$ cat src/aes_block_cipher_rounds_macros.svh
// Assertion macros for the AES cipher rounds block.
`ifndef AES_BLOCK_CIPHER_ROUNDS_MACROS_SVH
`define AES_BLOCK_CIPHER_ROUNDS_MACROS_SVH
`ifndef SYNTHESIS
`define ABC_ASSERT(label, clk, rst, prop, msg) \
  label: assert property (@(posedge clk) disable iff (rst) (prop)) else $error(msg);
`define ABC_ASSERT_NEXT(label, clk, rst, cond, prop, msg) \
  label: assert property (@(posedge clk) disable iff (rst) (cond) |=> (prop)) else $error(msg);
`else
`define ABC_ASSERT(label, clk, rst, prop, msg)
`define ABC_ASSERT_NEXT(label, clk, rst, cond, prop, msg)
`endif
`endif

$ cat src/abc_pkg.sv
// ----------------------------------------------------------------------------
// abc_pkg
// Shared types, constants and round functions of the AES cipher rounds block.
// ----------------------------------------------------------------------------
package abc_pkg;
  localparam int KeySlots = 15;
  localparam int SlotW = 4;
  localparam int WordAddrW = 5;
  localparam logic [3:0] MinRounds = 4'd10;
  localparam logic [3:0] MaxRounds = 4'(KeySlots - 1);

  typedef enum logic [1:0] {
    CMD_LOAD = 2'd0,
    CMD_ENC  = 2'd1,
    CMD_DEC  = 2'd2,
    CMD_NONE = 2'd3
  } cmd_t;

  typedef struct packed {
    logic          we;
    logic [SlotW-1:0] wslot;
    logic [127:0]  wdata;
    logic          re;
    logic [SlotW-1:0] rslot;
  } key_req_t;

  function automatic logic [7:0] xtime(input logic [7:0] a);
    xtime = {a[6:0], 1'b0} ^ (a[7] ? 8'h1b : 8'h00);
  endfunction

  function automatic logic [7:0] gmul(input logic [7:0] a, input logic [3:0] b);
    logic [7:0] p, x;
    p = '0;
    x = a;
    for (int i = 0; i < 4; i++) begin
      if (b[i]) p = p ^ x;
      x = xtime(x);
    end
    gmul = p;
  endfunction

  localparam logic [7:0] SBOX [256] = '{
    8'h63,8'h7c,8'h77,8'h7b,8'hf2,8'h6b,8'h6f,8'hc5,8'h30,8'h01,8'h67,8'h2b,8'hfe,8'hd7,8'hab,8'h76,
    8'hca,8'h82,8'hc9,8'h7d,8'hfa,8'h59,8'h47,8'hf0,8'had,8'hd4,8'ha2,8'haf,8'h9c,8'ha4,8'h72,8'hc0,
    8'hb7,8'hfd,8'h93,8'h26,8'h36,8'h3f,8'hf7,8'hcc,8'h34,8'ha5,8'he5,8'hf1,8'h71,8'hd8,8'h31,8'h15,
    8'h04,8'hc7,8'h23,8'hc3,8'h18,8'h96,8'h05,8'h9a,8'h07,8'h12,8'h80,8'he2,8'heb,8'h27,8'hb2,8'h75,
    8'h09,8'h83,8'h2c,8'h1a,8'h1b,8'h6e,8'h5a,8'ha0,8'h52,8'h3b,8'hd6,8'hb3,8'h29,8'he3,8'h2f,8'h84,
    8'h53,8'hd1,8'h00,8'hed,8'h20,8'hfc,8'hb1,8'h5b,8'h6a,8'hcb,8'hbe,8'h39,8'h4a,8'h4c,8'h58,8'hcf,
    8'hd0,8'hef,8'haa,8'hfb,8'h43,8'h4d,8'h33,8'h85,8'h45,8'hf9,8'h02,8'h7f,8'h50,8'h3c,8'h9f,8'ha8,
    8'h51,8'ha3,8'h40,8'h8f,8'h92,8'h9d,8'h38,8'hf5,8'hbc,8'hb6,8'hda,8'h21,8'h10,8'hff,8'hf3,8'hd2,
    8'hcd,8'h0c,8'h13,8'hec,8'h5f,8'h97,8'h44,8'h17,8'hc4,8'ha7,8'h7e,8'h3d,8'h64,8'h5d,8'h19,8'h73,
    8'h60,8'h81,8'h4f,8'hdc,8'h22,8'h2a,8'h90,8'h88,8'h46,8'hee,8'hb8,8'h14,8'hde,8'h5e,8'h0b,8'hdb,
    8'he0,8'h32,8'h3a,8'h0a,8'h49,8'h06,8'h24,8'h5c,8'hc2,8'hd3,8'hac,8'h62,8'h91,8'h95,8'he4,8'h79,
    8'he7,8'hc8,8'h37,8'h6d,8'h8d,8'hd5,8'h4e,8'ha9,8'h6c,8'h56,8'hf4,8'hea,8'h65,8'h7a,8'hae,8'h08,
    8'hba,8'h78,8'h25,8'h2e,8'h1c,8'ha6,8'hb4,8'hc6,8'he8,8'hdd,8'h74,8'h1f,8'h4b,8'hbd,8'h8b,8'h8a,
    8'h70,8'h3e,8'hb5,8'h66,8'h48,8'h03,8'hf6,8'h0e,8'h61,8'h35,8'h57,8'hb9,8'h86,8'hc1,8'h1d,8'h9e,
    8'he1,8'hf8,8'h98,8'h11,8'h69,8'hd9,8'h8e,8'h94,8'h9b,8'h1e,8'h87,8'he9,8'hce,8'h55,8'h28,8'hdf,
    8'h8c,8'ha1,8'h89,8'h0d,8'hbf,8'he6,8'h42,8'h68,8'h41,8'h99,8'h2d,8'h0f,8'hb0,8'h54,8'hbb,8'h16
  };

  localparam logic [7:0] ISBOX [256] = '{
    8'h52,8'h09,8'h6a,8'hd5,8'h30,8'h36,8'ha5,8'h38,8'hbf,8'h40,8'ha3,8'h9e,8'h81,8'hf3,8'hd7,8'hfb,
    8'h7c,8'he3,8'h39,8'h82,8'h9b,8'h2f,8'hff,8'h87,8'h34,8'h8e,8'h43,8'h44,8'hc4,8'hde,8'he9,8'hcb,
    8'h54,8'h7b,8'h94,8'h32,8'ha6,8'hc2,8'h23,8'h3d,8'hee,8'h4c,8'h95,8'h0b,8'h42,8'hfa,8'hc3,8'h4e,
    8'h08,8'h2e,8'ha1,8'h66,8'h28,8'hd9,8'h24,8'hb2,8'h76,8'h5b,8'ha2,8'h49,8'h6d,8'h8b,8'hd1,8'h25,
    8'h72,8'hf8,8'hf6,8'h64,8'h86,8'h68,8'h98,8'h16,8'hd4,8'ha4,8'h5c,8'hcc,8'h5d,8'h65,8'hb6,8'h92,
    8'h6c,8'h70,8'h48,8'h50,8'hfd,8'hed,8'hb9,8'hda,8'h5e,8'h15,8'h46,8'h57,8'ha7,8'h8d,8'h9d,8'h84,
    8'h90,8'hd8,8'hab,8'h00,8'h8c,8'hbc,8'hd3,8'h0a,8'hf7,8'he4,8'h58,8'h05,8'hb8,8'hb3,8'h45,8'h06,
    8'hd0,8'h2c,8'h1e,8'h8f,8'hca,8'h3f,8'h0f,8'h02,8'hc1,8'haf,8'hbd,8'h03,8'h01,8'h13,8'h8a,8'h6b,
    8'h3a,8'h91,8'h11,8'h41,8'h4f,8'h67,8'hdc,8'hea,8'h97,8'hf2,8'hcf,8'hce,8'hf0,8'hb4,8'he6,8'h73,
    8'h96,8'hac,8'h74,8'h22,8'he7,8'had,8'h35,8'h85,8'he2,8'hf9,8'h37,8'he8,8'h1c,8'h75,8'hdf,8'h6e,
    8'h47,8'hf1,8'h1a,8'h71,8'h1d,8'h29,8'hc5,8'h89,8'h6f,8'hb7,8'h62,8'h0e,8'haa,8'h18,8'hbe,8'h1b,
    8'hfc,8'h56,8'h3e,8'h4b,8'hc6,8'hd2,8'h79,8'h20,8'h9a,8'hdb,8'hc0,8'hfe,8'h78,8'hcd,8'h5a,8'hf4,
    8'h1f,8'hdd,8'ha8,8'h33,8'h88,8'h07,8'hc7,8'h31,8'hb1,8'h12,8'h10,8'h59,8'h27,8'h80,8'hec,8'h5f,
    8'h60,8'h51,8'h7f,8'ha9,8'h19,8'hb5,8'h4a,8'h0d,8'h2d,8'he5,8'h7a,8'h9f,8'h93,8'hc9,8'h9c,8'hef,
    8'ha0,8'he0,8'h3b,8'h4d,8'hae,8'h2a,8'hf5,8'hb0,8'hc8,8'heb,8'hbb,8'h3c,8'h83,8'h53,8'h99,8'h61,
    8'h17,8'h2b,8'h04,8'h7e,8'hba,8'h77,8'hd6,8'h26,8'he1,8'h69,8'h14,8'h63,8'h55,8'h21,8'h0c,8'h7d
  };
endpackage

$ cat src/abc_key_ram.sv
// ----------------------------------------------------------------------------
// abc_key_ram
// Round key store: one 128-bit row per slot, registered read.
// ----------------------------------------------------------------------------
module abc_key_ram (
  input  logic             clk,
  input  abc_pkg::key_req_t req,
  output logic [127:0]     rdata
);
  import abc_pkg::*;

  logic [127:0] mem [KeySlots];

  always_ff @(posedge clk) begin
    if (req.we && req.wslot < SlotW'(KeySlots)) begin
      mem[req.wslot] <= req.wdata;
    end
    if (req.re) begin
      rdata <= mem[req.rslot];
    end
  end
endmodule

$ cat config.mk
export PLATFORM = sky130hd
export DESIGN_NAME = abc_key_ram
export DESIGN_NICKNAME = d
export VERILOG_FILES = /design/src/aes_block_cipher_rounds_macros.svh /design/src/abc_pkg.sv /design/src/abc_key_ram.sv
export SDC_FILE = /design/constraint.sdc
export NUM_CORES = 2
export LEC_CHECK = 0
export BUFFER_PORTS_ARGS = -buffer_cell sky130_fd_sc_hd__buf_2
export CAP_MARGIN = 10
export CORE_ASPECT_RATIO = 1.4
export CORE_MARGIN = 10
export CORE_UTILIZATION = 40
export DETAILED_ROUTE_END_ITERATION = 16
export PLACE_DENSITY = 0.67
export SLEW_MARGIN = 20
export SYNTH_ARGS = -nofsm -noshare
export SYNTH_HDL_FRONTEND = slang
export SYNTH_SLANG_ARGS = --single-unit
$ cat constraint.sdc
create_clock -name clk -period 11.1 [get_ports clk]
set_clock_uncertainty 0.2 [all_clocks]
set_input_delay 1.665 -clock clk [delete_from_list [all_inputs] [get_ports clk]]
set_output_delay 1.665 -clock clk [all_outputs]
set_load 0.1 [all_outputs]
# After elaboration in Yosys (flattened, before gate mapping)
# Memories as Yosys holds them, arrays and structs flattened. A register that Yosys moved wholly into a read port is not among the register bits.
# Cells that the tools add are included.
totals:
  mem_bits_rw: 1920
  wordCells: 5
  reg_bits: 0
  n_memories: 1
op_classes:
  reduce_logical: 1
  mux: 2
  n_lt_le_gt_ge: 1
memory_table:
  columns: ["name", "words", "width", "read_ports", "rd_clocked_by_memory_dff", "wr", "line_no", "rtl"]
  rows:
  - ["mem", 15, 128, 1, 1, 1, "abc_key_ram.sv:12", "logic [127:0] mem [KeySlots];"]
op_table:
  columns: ["operator", "count"]
  rows:
  - ["4-bit less-than comparator, second input constant", 1]
  - ["1-bit 2-to-1 mux", 2]
  - ["1-bit logical AND", 1]

# Longest topological paths before layout
depth:
  word_depth: 4
  depth_mapped: 8

# Worst setup path before layout
# Ideal clock, no wire load.
synth_timing:
  kind: "in2reg"
  startpoint: "in req[135] in the netlist's numbering"
  endpoint: "mem mem[0][0] (enable)"
  path_slack_ns: -0.692
  arrival_ns: 10.818
  stages: 2
  required_ns: 10.126
  path_buffers: 0
  path_cell_list: "or3b_2 -> nor3_1"
synth_via:
  elab_chain_cells: 4
synth_rtl:
  columns: ["element", "line_no", "rtl"]
  rows:
  - ["from (decl)", "abc_key_ram.sv:7", "input abc_pkg::key_req_t req,"]
  - ["4-bit less-than comparator", "abc_key_ram.sv:15", "if (req.we && req.wslot < SlotW'(KeySlots)) begin"]
  - ["1-bit logical AND", "abc_key_ram.sv:15", null]
  - ["1-bit 2-to-1 mux", "abc_key_ram.sv:15", null]
  - ["1-bit 2-to-1 mux (implied by the code)", "abc_key_ram.sv:16", "mem[req.wslot] <= req.wdata;"]
  - ["to (decl)", "abc_key_ram.sv:12", null]
# Parallel ways exist; a longest one is shown, timed or not.

# Final worst setup path
layout_timing:
  startpoint: "in req[136] in the netlist's numbering"
  endpoint: "mem mem[4][26] (enable)"
# Same word-level chain as after synthesis.

==> results.ini <==
[power]
powerDensity_nw_per_um2=187.3
power_leakage_nw=28.40
peakVddDrop_mv=0.1461

[sta]
hold_violations=0
setup_tns_ns=0
setup_ws_ns=6.594
rsz0062_at_grt=no
report.final.slew_viol_count=0
period_needed_ns=4.506
setup_viol=0
worst_slew_pin_slew_ns=1.156
clock.fmax_ghz=0.2219
fin_crit_sh_pct=40.60
slew_headroom_pct=22.92

[layout]
fin_nets=4152
fin_cells=6690
syn2layout_area_growth_pct=13.67
ff_latch_area_um2=61500
drive_above_1_share_pct=21.77
fillers=15970
multi_input_area_um2=14510

[clocking]
clk_latency_ns=0.83
clk_pin_slew_worst_paths_ns=0.06
cts_buffers=200
post_cts_buffers=0
ctsHoldBuffers=0
tritoncts=done
htree_num_levels=4
clockBufferDepth=3
cts-resized-gates=0
cts.sinks=2048
root_buffer=clkbuf_16

[synth]
yosys_warnings=0
syn_inst=3682
synth-edff-count=2048
mappedNetlistArea_um2=77050
yosysTopAreaCellShare_pct=79.82
syn_nets=3821
synth_area_leaders=edfxtp_1 80%, mux4_2 7.8%, mux2i_1 4.2%, a22oi_1 1.2%, nand2b_1 1.0%
ys.flop_type=edfxtp_1
syn_avg_cell_area_um2=20.93
ys_types=34
ys_ff_latch=2048
yosysSeqAreaShare_pct=79.82
ys_async_sr_fraction_pct=0
yosysTopAreaCell=edfxtp_1

[route]
wirelength_mm=191.2
drt-initial-drc-count=3767
wl_per_cell_um=28.58
met2_length_mm=92.99
vias=38110
top_layer=met5
drc=0
wl_met1_mm=76.54
ant_nets=0
drt_pass1_iterations=6
wl_met3_mm=16.50
viasPerCell=5.697

[worst_hold_path]
hp-start=mem[14][23]
hold_depth=2
min_path_type=reg2reg
holdPathEnd=rdata[23]

[setup_path]
slowest_delay_ns=0.95
worstSetupPathType=in2reg
worstReg2RegStart=mem[12][93]
worstSetupEndpointType=register
crit_slowest_cell=nor3_4
critPathMaxFanout=42
cp_common_cell=buf_4
cp_top_family=buffers and inverters
r2r_end=rdata[93]
r2r_setup_slack_ns=9.34
worstPathRequired_ns=11.33
startpoint_type=input port
cp_cell_sequence=buf_2 -> nand3b_1 -> nor3_4 -> buf_4 -> buf_4
crit_arrival_ns=4.74
rr_worst_depth=4
worstPathBufferInverterCount=3

[placement]
placed_cells=6307
place.gp.congestion=0.7228
dp_slack_ns=5.710
port_buffers=266
hpwl_mm=95.41

[floorplan]
die_y_um=539.3
core_um2=191600
rows=190
die-area_um2=210800
start_util_pct=40.21
io_pins=267
die_w_um=390.9

[global_routing]
grt_pass1_wl_mm=276.3
antenna_found_initial=60
grt_max_degree=123
grt_overflow_total=0
grt_use_total_pct=17.87
grt_pass1_vias=39790

[run_status]
status=finished clean

[job]
cap_violations=0

## worst register-to-register path, cell delays in order, from the launching register on
cell      delay (ns)
edfxtp_1        0.36
mux2_4          0.28
o211ai_2        0.13
o221ai_1        0.16
a221o_1         0.39
## cells in the final DEF (no fill, tap or decap), types with 114 or more instances in the layout
cell type,netlist,layout
a22oi_1,123,123
o21ai_1,114,114
o22ai_1,114,114
nand2b_1,124,122
clkbuf_16,0,203
a31oi_1,114,114
mux4_2,266,266
edfxtp_1,2048,2048
mux2i_1,320,320
buf_2,64,262
## power breakdown
group	internal, W	switching [W]	total [W]
Clock	0.00371	0.00284	0.00655
Combinational	0.000283	0.000783	0.00107
Sequential	0.00872	0.0000702	0.00879
## cells in the mapped netlist (2+ instances only)
library cell  count
nor2_1           26
clkbuf_1         66
o221ai_1          4
mux4_2          266
o22ai_1         114
mux2i_1         320
o21ai_1         114
edfxtp_1       2048
a211o_1          40
mux2_4            4
a31oi_1         114
nor2b_1          47
o211ai_2          4
a221o_1           4
a21oi_1          10
buf_4            41
inv_2             2
buf_6            20
nand3b_1          2
nor3_1            4
o211ai_1         10
buf_1            17
nand2b_1        124
nand2_1          86
buf_2            64
a22oi_1         123
## how the worst max path moves through the flow
stage,startpoint,depth (start not counted),endpoint
final,req[136],5,mem[4][26]
after global routing,req[136],5,mem[4][26]
after floorplan,req[135],2,mem[1][0]
after CTS,req[2],7,rdata[74]
after detailed placement,req[136],5,mem[4][113]
after global placement,req[135],5,mem[0][55]
## final cells by class
class | instances | share of cell area (%)
clock inverters | 116 | 1.206
clock buffers | 253 | 6.015
flip-flops and latches | 2048 | 70.22
well taps | 2496 | 3.566
inverters | 2 | 0.01714
multi-input cells | 1423 | 16.57
repair buffers | 338 | 2.362
diodes | 14 | 0.04000
## per-stage QoR
step	area, um2	power [W]	util [%]	hold slack [ns]
2_1_floorplan	77070	0.009662	-	0.4002
3_3_place_gp	81200	0.01001	42.38	0.4209
4_1_cts	87540	0.01654	45.68	0.4306
5_1_grt	87550	0.01692	45.69	0.4959
6_report	87580	0.01641	45.71	0.4331
3_5_place_dp	81210	0.01003	42.38	0.4275
## state kept, by name (all words and copies together) (netlist names)
register,flops
rdata,128
mem,1920
## cell families (layout without fill, tap and decap cells)
family | Yosys count | count (layout) | synth area share (%)
AND/OR/NAND/NOR | 295 | 295 | 2.036
AO/OA/AOI/OAI | 538 | 538 | 4.586
multiplexers | 590 | 590 | 12.01
buffers and inverters | 211 | 709 | 1.548
other | 0 | 14 | 0
flip-flops | 2048 | 2048 | 79.82
## per-layer routing
metal	vias to the layer above	track usage [%]
met2	1615	28.98
met4	56	5.315
met3	387	4.672
met1	20100	23.61
li1	15960	-
met5	-	0
(Power assumes the default switching activity.)
